### src/cvg_pkg.sv
// Shared types, constants and width helpers for the cell voltage guard.
package cvg_pkg;

	localparam int unsigned NUM_CELLS     = 4;
	localparam int unsigned RAW_W         = 12;
	localparam int unsigned MV_W          = 12;
	localparam int unsigned VLIM_W        = 13;
	localparam int unsigned TEMP_W        = 12;
	localparam int unsigned CFG_W         = 13;
	localparam int unsigned CFG_IDX_W     = 2;
	localparam int unsigned DEFAULT_DEPTH = 8;

	// 3300 / 4095 reduced by their common factor 15
	localparam int unsigned MV_NUM = 220;
	localparam int unsigned MV_DEN = 273;

	localparam int unsigned OVER_MV_RST  = 4200;
	localparam int unsigned UNDER_MV_RST = 3000;
	localparam logic signed [TEMP_W-1:0] TEMP_LIM_RST = 12'sd450;

	typedef enum logic [1:0] {
		FUNC_SAMPLE = 2'd0,
		FUNC_CLEAR  = 2'd1,
		FUNC_INJECT = 2'd2,
		FUNC_STATUS = 2'd3
	} func_t;

	typedef enum logic [CFG_IDX_W-1:0] {
		CFG_OVER_MV  = 2'd0,
		CFG_UNDER_MV = 2'd1,
		CFG_TEMP_LIM = 2'd2
	} cfg_idx_t;

	typedef struct packed {
		logic over;
		logic under;
	} win_t;

	function automatic int unsigned sum_w(input int unsigned depth);
		return $clog2(((2 ** RAW_W) - 1) * depth + 1);
	endfunction

	function automatic int unsigned scaled_w(input int unsigned depth);
		return sum_w(depth) + $clog2(MV_NUM + 1);
	endfunction

	function automatic int unsigned cmp_w(input int unsigned depth);
		int unsigned lim_bits;
		int unsigned x_bits;
		lim_bits = $clog2(((2 ** VLIM_W) - 1) * MV_DEN * depth + 1);
		x_bits   = scaled_w(depth);
		return (lim_bits > x_bits) ? lim_bits : x_bits;
	endfunction

endpackage

### src/cvg_cell.sv
// One cell lane: sample history shift line, running sum and window compare.
module cvg_cell #(
	parameter int unsigned HISTORY_DEPTH = cvg_pkg::DEFAULT_DEPTH
) (
	input  logic                                          clk,
	input  logic                                          arst_n,
	input  logic                                          shift_en,
	input  logic [cvg_pkg::RAW_W-1:0]                     raw,
	input  logic [cvg_pkg::cmp_w(HISTORY_DEPTH)-1:0]      hi_lim,
	input  logic [cvg_pkg::cmp_w(HISTORY_DEPTH)-1:0]      lo_lim,
	output logic [cvg_pkg::sum_w(HISTORY_DEPTH)-1:0]      sum,
	output cvg_pkg::win_t                                 win
);
	import cvg_pkg::*;

	localparam int unsigned SUM_W = sum_w(HISTORY_DEPTH);
	localparam int unsigned CMP_W = cmp_w(HISTORY_DEPTH);

	logic [RAW_W-1:0] hist_q [HISTORY_DEPTH];
	logic [SUM_W-1:0] sum_q;
	logic [SUM_W-1:0] sum_nxt;
	logic [CMP_W-1:0] scaled;

	assign sum_nxt   = sum_q - SUM_W'(hist_q[HISTORY_DEPTH-1]) + SUM_W'(raw);
	assign scaled    = CMP_W'(sum_nxt) * CMP_W'(MV_NUM);
	assign win.over  = scaled > hi_lim;
	assign win.under = scaled < lo_lim;
	assign sum       = sum_q;

	always_ff @(posedge clk or negedge arst_n) begin
		if (!arst_n) begin
			for (int i = 0; i < HISTORY_DEPTH; i++) begin
				hist_q[i] <= '0;
			end
			sum_q <= '0;
		end else if (shift_en) begin
			hist_q[0] <= raw;
			for (int i = 1; i < HISTORY_DEPTH; i++) begin
				hist_q[i] <= hist_q[i-1];
			end
			sum_q <= sum_nxt;
		end
	end

endmodule

### src/cvg_scale.sv
// Two-stage sum to millivolt conversion by reciprocal multiply and one correction step.
module cvg_scale #(
	parameter int unsigned HISTORY_DEPTH = cvg_pkg::DEFAULT_DEPTH
) (
	input  logic                                     clk,
	input  logic                                     en_s3,
	input  logic                                     en_s4,
	input  logic [cvg_pkg::sum_w(HISTORY_DEPTH)-1:0] sum,
	output logic [cvg_pkg::MV_W-1:0]                 mv
);
	import cvg_pkg::*;

	localparam int unsigned SUM_W = sum_w(HISTORY_DEPTH);
	localparam int unsigned XW    = scaled_w(HISTORY_DEPTH);
	localparam int unsigned PW    = 2 * SUM_W;
	localparam int unsigned NDIV  = MV_DEN * HISTORY_DEPTH;
	localparam longint unsigned RECIP = (longint'(MV_NUM) << SUM_W) / NDIV;

	logic [PW-1:0]   prod;
	logic [XW-1:0]   x_s3;
	logic [MV_W-1:0] q_s3;
	logic [XW-1:0]   qn;
	logic [XW-1:0]   rem;
	logic [MV_W-1:0] q_fix;
	logic [MV_W-1:0] mv_s4;

	assign prod  = PW'(sum) * PW'(RECIP);
	assign qn    = XW'(q_s3) * XW'(NDIV);
	assign rem   = x_s3 - qn;
	assign q_fix = (rem >= XW'(NDIV)) ? q_s3 + MV_W'(1) : q_s3;
	assign mv    = mv_s4;

	always_ff @(posedge clk) begin
		if (en_s3) begin
			x_s3 <= XW'(sum) * XW'(MV_NUM);
			q_s3 <= prod[SUM_W +: MV_W];
		end
		if (en_s4) begin
			mv_s4 <= q_fix;
		end
	end

endmodule

### src/cell_voltage_guard_top.sv
// Top level of the four-cell voltage guard: config, pipeline control and fault latch.
// The block takes one beat per clock while the output is not stalled and returns one
// result beat for each, through an input register, the update of the per-cell history,
// sums and fault latch, and two stages that turn each sum into millivolts. The feedback
// through the running sums and the fault latch sets that rate. Sample beats (func 0)
// shift each cell's reading into a HISTORY_DEPTH-deep moving window; the window starts
// cleared, so early samples read low. On a sample beat, a cell outside its mV window, or
// a temperature above the limit, latches the fault; func 1 clears it only when the last
// voltage check passed, func 2 sets it, func 3 reports only. Limits are written through
// cfg_wr/cfg_idx/cfg_data; the user must write only while the block is idle (not enforced).
module cell_voltage_guard_top #(
	parameter int unsigned HISTORY_DEPTH = cvg_pkg::DEFAULT_DEPTH
) (
	input  logic                                 clk,
	input  logic                                 arst_n,
	input  logic                                 cfg_wr,
	input  logic [cvg_pkg::CFG_IDX_W-1:0]        cfg_idx,
	input  logic [cvg_pkg::CFG_W-1:0]            cfg_data,
	input  logic                                 in_valid,
	output logic                                 in_stall,
	input  cvg_pkg::func_t                       func,
	input  logic [cvg_pkg::RAW_W-1:0]            cell0_raw,
	input  logic [cvg_pkg::RAW_W-1:0]            cell1_raw,
	input  logic [cvg_pkg::RAW_W-1:0]            cell2_raw,
	input  logic [cvg_pkg::RAW_W-1:0]            cell3_raw,
	input  logic signed [cvg_pkg::TEMP_W-1:0]    temperature,
	output logic                                 out_valid,
	input  logic                                 out_stall,
	output logic [cvg_pkg::MV_W-1:0]             cell0_mv,
	output logic [cvg_pkg::MV_W-1:0]             cell1_mv,
	output logic [cvg_pkg::MV_W-1:0]             cell2_mv,
	output logic [cvg_pkg::MV_W-1:0]             cell3_mv,
	output logic                                 voltage_fault,
	output logic                                 fault_latched,
	output logic                                 output_on
);
	import cvg_pkg::*;

	localparam int unsigned SUM_W  = sum_w(HISTORY_DEPTH);
	localparam int unsigned CMP_W  = cmp_w(HISTORY_DEPTH);
	localparam int unsigned NDIV   = MV_DEN * HISTORY_DEPTH;
	localparam logic [CMP_W-1:0] HI_RST = CMP_W'(OVER_MV_RST * NDIV);
	localparam logic [CMP_W-1:0] LO_RST = CMP_W'(UNDER_MV_RST * NDIV);

	logic [CMP_W-1:0]         hi_lim_q;
	logic [CMP_W-1:0]         lo_lim_q;
	logic signed [TEMP_W-1:0] temp_lim_q;

	logic v1_q, v2_q, v3_q, v4_q;
	logic rdy1, rdy2, rdy3, rdy4;
	logic adv1, adv2, adv3, adv4;

	func_t                    func_s1;
	logic [RAW_W-1:0]         raw_s1 [NUM_CELLS];
	logic signed [TEMP_W-1:0] temp_s1;
	logic [RAW_W-1:0]         raw_in [NUM_CELLS];

	logic [SUM_W-1:0] sum_c [NUM_CELLS];
	win_t             win_c [NUM_CELLS];
	logic [MV_W-1:0]  mv_c  [NUM_CELLS];
	logic             sample_en;
	logic             vfault;
	logic             temp_hot;

	logic latch_q, last_vf_q;
	logic vf_s3, latch_s3, vf_s4, latch_s4;

	assign raw_in[0] = cell0_raw;
	assign raw_in[1] = cell1_raw;
	assign raw_in[2] = cell2_raw;
	assign raw_in[3] = cell3_raw;

	// Config registers; voltage limits are stored pre-scaled by MV_DEN * HISTORY_DEPTH to match the sum times MV_NUM
	always_ff @(posedge clk or negedge arst_n) begin
		if (!arst_n) begin
			hi_lim_q   <= HI_RST;
			lo_lim_q   <= LO_RST;
			temp_lim_q <= TEMP_LIM_RST;
		end else if (cfg_wr) begin
			unique case (cfg_idx)
				CFG_OVER_MV:  hi_lim_q   <= CMP_W'(cfg_data) * CMP_W'(NDIV);
				CFG_UNDER_MV: lo_lim_q   <= CMP_W'(cfg_data) * CMP_W'(NDIV);
				CFG_TEMP_LIM: temp_lim_q <= $signed(cfg_data[TEMP_W-1:0]);
				default: begin
				end
			endcase
		end
	end

	assign rdy4 = !v4_q || !out_stall;
	assign rdy3 = !v3_q || rdy4;
	assign rdy2 = !v2_q || rdy3;
	assign rdy1 = !v1_q || rdy2;
	assign adv1 = in_valid && rdy1;
	assign adv2 = v1_q && rdy2;
	assign adv3 = v2_q && rdy3;
	assign adv4 = v3_q && rdy4;
	assign in_stall = !rdy1;

	always_ff @(posedge clk or negedge arst_n) begin
		if (!arst_n) begin
			v1_q <= 1'b0;
			v2_q <= 1'b0;
			v3_q <= 1'b0;
			v4_q <= 1'b0;
		end else begin
			if (rdy1) v1_q <= in_valid;
			if (rdy2) v2_q <= v1_q;
			if (rdy3) v3_q <= v2_q;
			if (rdy4) v4_q <= v3_q;
		end
	end

	always_ff @(posedge clk) begin
		if (adv1) begin
			func_s1 <= func;
			temp_s1 <= temperature;
			for (int c = 0; c < NUM_CELLS; c++) begin
				raw_s1[c] <= raw_in[c];
			end
		end
	end

	assign sample_en = adv2 && (func_s1 == FUNC_SAMPLE);

	for (genvar c = 0; c < NUM_CELLS; c++) begin : g_cell
		cvg_cell #(
			.HISTORY_DEPTH(HISTORY_DEPTH)
		) u_cell (
			.clk     (clk),
			.arst_n  (arst_n),
			.shift_en(sample_en),
			.raw     (raw_s1[c]),
			.hi_lim  (hi_lim_q),
			.lo_lim  (lo_lim_q),
			.sum     (sum_c[c]),
			.win     (win_c[c])
		);

		cvg_scale #(
			.HISTORY_DEPTH(HISTORY_DEPTH)
		) u_scale (
			.clk  (clk),
			.en_s3(adv3),
			.en_s4(adv4),
			.sum  (sum_c[c]),
			.mv   (mv_c[c])
		);
	end

	always_comb begin
		vfault = 1'b0;
		for (int c = 0; c < NUM_CELLS; c++) begin
			vfault = vfault | win_c[c].over | win_c[c].under;
		end
	end

	assign temp_hot = temp_s1 > temp_lim_q;

	always_ff @(posedge clk or negedge arst_n) begin
		if (!arst_n) begin
			latch_q   <= 1'b0;
			last_vf_q <= 1'b0;
		end else if (adv2) begin
			unique case (func_s1)
				FUNC_SAMPLE: begin
					last_vf_q <= vfault;
					if (vfault || temp_hot) latch_q <= 1'b1;
				end
				FUNC_CLEAR: begin
					if (!last_vf_q) latch_q <= 1'b0;
				end
				FUNC_INJECT: begin
					latch_q <= 1'b1;
				end
				FUNC_STATUS: begin
				end
			endcase
		end
	end

	always_ff @(posedge clk) begin
		if (adv3) begin
			vf_s3    <= last_vf_q;
			latch_s3 <= latch_q;
		end
		if (adv4) begin
			vf_s4    <= vf_s3;
			latch_s4 <= latch_s3;
		end
	end

	assign out_valid     = v4_q;
	assign cell0_mv      = mv_c[0];
	assign cell1_mv      = mv_c[1];
	assign cell2_mv      = mv_c[2];
	assign cell3_mv      = mv_c[3];
	assign voltage_fault = vf_s4;
	assign fault_latched = latch_s4;
	assign output_on     = ~latch_s4;

	a_inject_sets: assert property (@(posedge clk) disable iff (!arst_n)
		(adv2 && func_s1 == FUNC_INJECT) |=> latch_q)
		else $error("fault latch not set after inject beat");

	a_clear_blocked: assert property (@(posedge clk) disable iff (!arst_n)
		(adv2 && func_s1 == FUNC_CLEAR && last_vf_q) |=> (latch_q == $past(latch_q)))
		else $error("fault latch changed by clear beat while voltage fault stands");

	a_sample_fault_sets: assert property (@(posedge clk) disable iff (!arst_n)
		(sample_en && (vfault || temp_hot)) |=> latch_q)
		else $error("fault latch not set by faulty sample beat");

	a_nonsample_holds: assert property (@(posedge clk) disable iff (!arst_n)
		(adv2 && func_s1 != FUNC_SAMPLE) |=> ($stable(sum_c[0]) && $stable(last_vf_q)))
		else $error("cell sum or voltage check changed by non-sample beat");

endmodule

### config.mk
export PLATFORM = sky130hd
export DESIGN_NAME = cell_voltage_guard_top
export DESIGN_NICKNAME = d
export VERILOG_FILES = /design/src/cvg_pkg.sv /design/src/cvg_cell.sv /design/src/cvg_scale.sv /design/src/cell_voltage_guard_top.sv
export SDC_FILE = /design/constraint.sdc
export NUM_CORES = 2
export LEC_CHECK = 0
export BUFFER_PORTS_ARGS = -buffer_cell sky130_fd_sc_hd__buf_2
export CAP_MARGIN = 10
export CORE_MARGIN = 2
export CORE_UTILIZATION = 40
export CTS_CLUSTER_DIAMETER = 40
export DETAILED_ROUTE_END_ITERATION = 12
export PLACE_DENSITY_LB_ADDON = 0.15
export SYNTH_ARGS = -nofsm -noshare
export SYNTH_HDL_FRONTEND = slang
export SYNTH_SLANG_ARGS = --single-unit
### constraint.sdc
create_clock -name clk -period 10.7 [get_ports clk]
set_input_delay 1.605 -clock clk [delete_from_list [all_inputs] [get_ports clk]]
set_output_delay 1.605 -clock clk [all_outputs]
set_load 0.05 [all_outputs]
# ---- Yosys cells after proc, flatten, opt, wreduce, memory -nomap -nowiden
# Memories as Yosys holds them, arrays and structs flattened.
# Cells that the tools add are included.
dict set report op_classes {
  n_reduce_logical 24
  n_lt_le_gt_ge 13
  muxes 9
  bitwise_logic 8
  mul 17
  n_addsub 16
  eq_ne 6
}
# cell count
set ops {}
lappend ops {{15-bit by 6-bit multiplier with 21-bit output, second input constant} 8}
lappend ops {{23-bit by 25-bit > comparator with 1-bit output} 4}
lappend ops {{23-bit by 25-bit less-than comparator with 1-bit output} 4}
lappend ops {{15-bit by 10-bit multiplier with 25-bit output, second input constant} 4}
lappend ops {{23-bit by 12-bit greater-or-equal comparator with 1-bit output, second input constant} 4}
lappend ops {{23-bit subtractor} 4}
lappend ops {{12-bit by 9-bit multiplier with 20-bit output, second input constant} 4}
lappend ops {{15-bit by 12-bit adder with 15-bit output} 4}
lappend ops {{15-bit by 12-bit subtractor with 15-bit output} 4}
lappend ops {{12-bit by 1-bit adder with 12-bit output, second input constant} 4}
lappend ops {{12-bit two-way mux} 4}
lappend ops {{13-bit by 9-bit multiplier with 22-bit output, second input constant} 1}
lappend ops {{12-bit > comparator} 1}
lappend ops {{2-bit AND reduction} 4}
lappend ops {{1-bit bitwise OR} 7}
lappend ops {{1-bit zero test} 6}
lappend ops {{1-bit logical AND} 5}
lappend ops {{1-bit logical OR} 5}
lappend ops {{2-bit by 1-bit equality test with 1-bit output, second input constant} 2}
lappend ops {{2-bit equality test, second input constant} 2}
lappend ops {{2-bit zero test} 2}
lappend ops {{1-bit two-way mux} 4}
lappend ops {{4-bit AND reduction} 1}
lappend ops {{1-bit case mux with 3 select lines} 1}
lappend ops {{4 further kinds} 4}
dict set report totals {
  memories 1
  out_inout_bits 53
  word_cells 157
  reg_bits 704
  mem_bits_rw 48
  inputBits 82
}
# name depth word_bits rd rd_ports_with_merged_regs write_ports line_no
set memory_table {}
lappend memory_table {raw_s1 4 12 4 0 4 cell_voltage_guard_top.sv:54} ;# logic [RAW_W-1:0] raw_s1 [NUM_CELLS];

# ---- Logic depth before layout (Yosys ltp)
dict set report logic_depth {
  ltp_word 14
  ltp_mapped 39
  ltp_nobuf 39
}

# ---- Modules after synthesis
# From an unflattened synthesis, not the netlist that was laid out.
dict set report unflattened {
  cells_unflattened 6737
  hier_area_um2 70685.3
}
# mod area_each_um2 cells_each instances
set modules_own_cells {}
lappend modules_own_cells {cvg_cell 8534.4 818 4}
lappend modules_own_cells {{cvg_scale (g_cell[0].u_scale)} 7761.2 782 1}
lappend modules_own_cells {{cvg_scale (g_cell[3].u_scale)} 7686.1 760 1}
lappend modules_own_cells {{cvg_scale (g_cell[2].u_scale)} 7634.8 756 1}
lappend modules_own_cells {{cvg_scale (g_cell[1].u_scale)} 7628.6 731 1}
lappend modules_own_cells {cell_voltage_guard_top 5836.8 436 1}

# ---- Worst setup path before layout
# No wires, ideal clock.
dict set report synth_path {
  path_kind {input -> register}
  from {input out_stall}
  to {register g_cell[0].u_scale.q_s3[0], enable pin}
  arrival_ns 7.534
  slack_ns 2.529
  required_time_ns 10.064
  cell_stages 2
  path_cell_list {and3_1 -> nor2b_1}
}
dict set report synth_between {
  elab_chain_cells 4
}
# item line_no
set synth_rtl {}
lappend synth_rtl {{from (decl)} cell_voltage_guard_top.sv:28} ;# input logic out_stall,
lappend synth_rtl {{1-bit zero test} cell_voltage_guard_top.sv:90} ;# assign rdy4 = !v4_q || !out_stall;
lappend synth_rtl {{1-bit logical OR} cell_voltage_guard_top.sv:90}
lappend synth_rtl {{1-bit logical OR} cell_voltage_guard_top.sv:91} ;# assign rdy3 = !v3_q || rdy4;
lappend synth_rtl {{1-bit logical AND} cell_voltage_guard_top.sv:96} ;# assign adv3 = v2_q && rdy3;
lappend synth_rtl {{net adv3} cell_voltage_guard_top.sv:51} ;# logic adv1, adv2, adv3, adv4;
lappend synth_rtl {{to (signal assigned)} cvg_scale.sv:36} ;# q_s3 <= prod[SUM_W +: MV_W];
lappend synth_rtl {{to (decl)} cvg_scale.sv:21} ;# logic [MV_W-1:0] q_s3;
# The timed path passes the listed nets, and every way through them passes these cells.
# A chain may end at the register's enable or synchronous reset.

# ---- Worst setup path after layout
dict set report layout_path {
  from {register g_cell[1].u_cell.sum_q[2]}
  to {register last_vf_q}
}
dict set report layout_between {
  elab_chain_cells 10
  elab_cells_between_ends 11
  cone_classes {add/sub (2); mul (1); order compare (2); bitwise (6)}
}
# item line_no
set layout_rtl {}
lappend layout_rtl {{from (decl)} cvg_cell.sv:20} ;# logic [SUM_W-1:0] sum_q;
lappend layout_rtl {{from (signal assigned)} cvg_cell.sv:41} ;# sum_q <= sum_nxt;
lappend layout_rtl {{15-bit by 12-bit subtractor with 15-bit output *} cvg_cell.sv:24} ;# assign sum_nxt = sum_q - SUM_W'(hist_q[HISTORY_DEPTH-1]) + SUM_W'(raw);
lappend layout_rtl {{15-bit by 12-bit adder with 15-bit output *} cvg_cell.sv:24}
lappend layout_rtl {{net g_cell[1].u_cell.sum_nxt[10]} cvg_cell.sv:21} ;# logic [SUM_W-1:0] sum_nxt;
lappend layout_rtl {{15-bit by 6-bit multiplier with 21-bit output *} cvg_cell.sv:25} ;# assign scaled = CMP_W'(sum_nxt) * CMP_W'(MV_NUM);
lappend layout_rtl {{23-bit by 25-bit > comparator with 1-bit output} cvg_cell.sv:26} ;# assign win.over = scaled > hi_lim;
lappend layout_rtl {{1-bit bitwise OR} cell_voltage_guard_top.sv:154} ;# vfault = vfault | win_c[c].over | win_c[c].under;
lappend layout_rtl {{1-bit bitwise OR * (5 in a row)} cell_voltage_guard_top.sv:154}
lappend layout_rtl {{to (signal assigned)} cell_voltage_guard_top.sv:167} ;# last_vf_q <= vfault;
lappend layout_rtl {{to (decl)} cell_voltage_guard_top.sv:65} ;# logic latch_q, last_vf_q;
# Mark *: on every way through the listed nets, which the timed path passes. The rest lies on a longest branch.

==> results.sh <==
export IMPL_cts_tree="done"
export IMPL_fin_util=0.4522
export IMPL_die_h_um=415.0
export IMPL_async_flop_share=0.6765
export IMPL_cp_data_arrival_time_ps=10120
export IMPL_required_ps=11340
export IMPL_syn_nets=8031
export IMPL_grt_first_pass_wirelength_mm=239.8
export IMPL_drive_above_1_share=0.1287
export IMPL_ioPinCount=135
export IMPL_post_dp_hpwl_mm=116.3
export IMPL_std_cell_rows=150
export IMPL_antenna_found_initial=6
export IMPL_overflow=0
export IMPL_busiest_layer="met2"
export IMPL_r2r_slack_ps=1220
export IMPL_gr_usage_met1=0.2446
export IMPL_ys_flop_type="dfrtp_1"
export IMPL_final_cell_area_sq_um=75710
export IMPL_h_tree_depth=4
export IMPL_syn_inst=6348
export IMPL_synth_edf_count=242
export IMPL_drtIter0Drc=2012
export IMPL_rsz0062_at_grt="false"
export IMPL_cap_violations=0
export IMPL_hold_path_endpoint="voltage_fault"
export IMPL_vias=44200
export IMPL_path_clk_slew_ps=50
export IMPL_grt_pass1_vias=45570
export IMPL_grtUsageMet2=0.2742
export IMPL_synth_warnings=0
export IMPL_syn_area_sq_um=67550
export IMPL_layout_min_cycle_time_ps=9479
export IMPL_area_delta_synth_final_pct=12.07
export IMPL_worstHoldPathType="flop to flop"
export IMPL_ys_seq_area_frac=0.2955
export IMPL_dpl_cell_area_sq_um=70830
export IMPL_slowest_delay_ps=540
export IMPL_crit_family="compound AO/OA/AOI/OAI gates"
export IMPL_synth_top_cells_by_count="inv_1, ha_1, fa_1"
export IMPL_cpMostUsedCell="inv_1"
export IMPL_drc_errors=0
export IMPL_post_cts_repair_setup_buffers=0
export IMPL_cp_max_fo=7
export IMPL_synth_most_common_cell="inv_1"
export IMPL_avgSynthCellArea_sq_um=10.64
export IMPL_fmax_ghz=0.1055
export IMPL_wl_mm=144.9
export IMPL_yosysTopAreaCell="ha_1"
export IMPL_holdBufCountCts=0
export IMPL_die_area_sq_um=172200
export IMPL_cp_end_kind="flop"
export IMPL_synth_distinct_cells=90
export IMPL_outcome="completed"
export IMPL_cts_sinks=748
export IMPL_cts_buffer_depth=3
export IMPL_slowest_stage="fa_1"
export IMPL_crit_buf_inv=5
export IMPL_port_buffers=134
export IMPL_nFillCells=15780
export IMPL_r2r_end="last_vf_q"
export IMPL_dr_pass1_iters=5
export IMPL_wl_per_cell_um=16.33
export IMPL_finalHoldViolations=0
export IMPL_fin_nets=8233
export IMPL_worst_r2r_startpoint="g_cell[1].u_cell.sum[2]"
export IMPL_reg2reg_depth=35
export IMPL_period_share=0.8859
export IMPL_cts_root_buf="clkbuf_16"
export IMPL_clock_latency_ps=790
export IMPL_track_usage=0.1726
export IMPL_criticalPathCategory="flop to flop"
export IMPL_ys_ff_latch=748
export IMPL_fin_tns_setup_ps=0
export IMPL_setup_viol=0
export IMPL_cts_repair_resized=0
export IMPL_vias_per_cell=4.982
export IMPL_slew_viol_final=0
export IMPL_grt_max_degree=189
export IMPL_max_slew_worst_pin_slew_ps=1107
export IMPL_initial_core_util=0.4035
export IMPL_holdPathStages=0
export IMPL_yosysTopAreaCellShare=0.1982
export IMPL_fp_dieW_um=415.0
export IMPL_synth_top_cells_by_area="ha_1, dfrtp_1, fa_1, edfxtp_1, inv_1"
export IMPL_ant_nets=0
export IMPL_slew_headroom=0.2560
export IMPL_coreArea_sq_um=167400
export IMPL_hold_slack_ps=441.1
export IMPL_place_congestion=0.8532
export IMPL_cts_buffers=138
export IMPL_skew_ps=35.73
export IMPL_start_kind="flop"
export IMPL_use_met3=0.03000
export IMPL_worstHoldStart="vf_s3"
## logic make-up after synthesis
logic type	Yosys count	synth area share
adder cells (fa/ha/maj)	1601	0.3555
buffers and inverters	1259	0.07029
AO/OA/AOI/OAI	1016	0.09579
AND/OR/NAND/NOR	974	0.07088
flip-flops	748	0.2955
multiplexers	397	0.06599
XOR/XNOR	353	0.04599
## sequential cells by signal (all words and copies together) (netlist names), 2 cells and up
signal,count
hi_lim_q,22
g_cell.u_scale.mv,48
g_cell.u_cell.sum,60
g_cell.u_scale.q_s3,48
func_s1,2
lo_lim_q,22
temp_lim_q,12
temp_s1,12
g_cell.u_cell.hist_q,384
g_cell.u_scale.x_s3,80
raw_s1,48
## worst reg2reg max path: cells and delay by family (launching register included)
family / cells / cell delay, ps
AOI/OAI and AO/OA: 12 / 3090
buffers and inverters: 5 / 490
xor gates and xnor gates: 2 / 460
DFF: 1 / 500
adders and majority gates: 7 / 3010
and+or+nand+nor: 9 / 1750
## cells in the final DEF, fill, tap and decap left out, drive strengths merged, types with 48 or more instances in the layout
master and n:
o21a 48, dfrtp 478, fa 531, nor2 226, a21o 116, a21oi 264
nand2 266, ha 1070, nand3 67, nor3 96, xnor2 241, mux2 387
edfxtp 242, xor2 111, nand2b 57, buf 147, inv 1198, clkbuf 167
o21ai 285
## layer usage
metal  vias to the layer above  part of all wire
li1                      21980                 -
met1                     21470              0.49
met2                       568              0.45
met3                       172             0.038
met4                         8             0.018
met5                         -           0.00037
## worst max path at each step
stage	endpoint	startpoint	slack, ps	depth (start not counted)
finish	last_vf_q	g_cell[1].u_cell.sum[2]	1220	35
global route	last_vf_q	g_cell[1].u_cell.sum[2]	540	35
CTS	last_vf_q	g_cell[1].u_cell.sum[2]	1290	35
detailed placement	last_vf_q	g_cell[1].u_cell.sum[2]	1340	35
global placement	latch_q	g_cell[1].u_cell.sum[2]	1640	35
floorplan	g_cell[0].u_scale.q_s3[0]	out_stall	2530	2
## final cells by class
| cell class | count | area, sq um | share of cell area |
|---|---|---|---|
| Antenna cell | 1 | 2.502 | 0.00003305 |
| Clock buffer | 167 | 3799 | 0.05018 |
| Multi-Input combinational cell | 4341 | 42870 | 0.5663 |
| Sequential cell | 748 | 19960 | 0.2637 |
| Timing Repair Buffer | 147 | 828.3 | 0.01094 |
| Tap cell | 2204 | 2758 | 0.03642 |
| Clock inverter | 90 | 1076 | 0.01421 |
| Inverter | 1174 | 4407 | 0.05821 |
## per-stage QoR
step | std cells | worst slack (ps)
after floorplan | 6348 | 2529
after global placement | 8614 | 1636
after detailed placement | 8614 | 1337
after CTS | 8871 | 1294
after global routing | 8872 | 536.4
final | 8872 | 1221
Power is left out: the tool's default activity adds up to more than one toggle a clock period on the data nets, which glitch-free logic cannot reach.
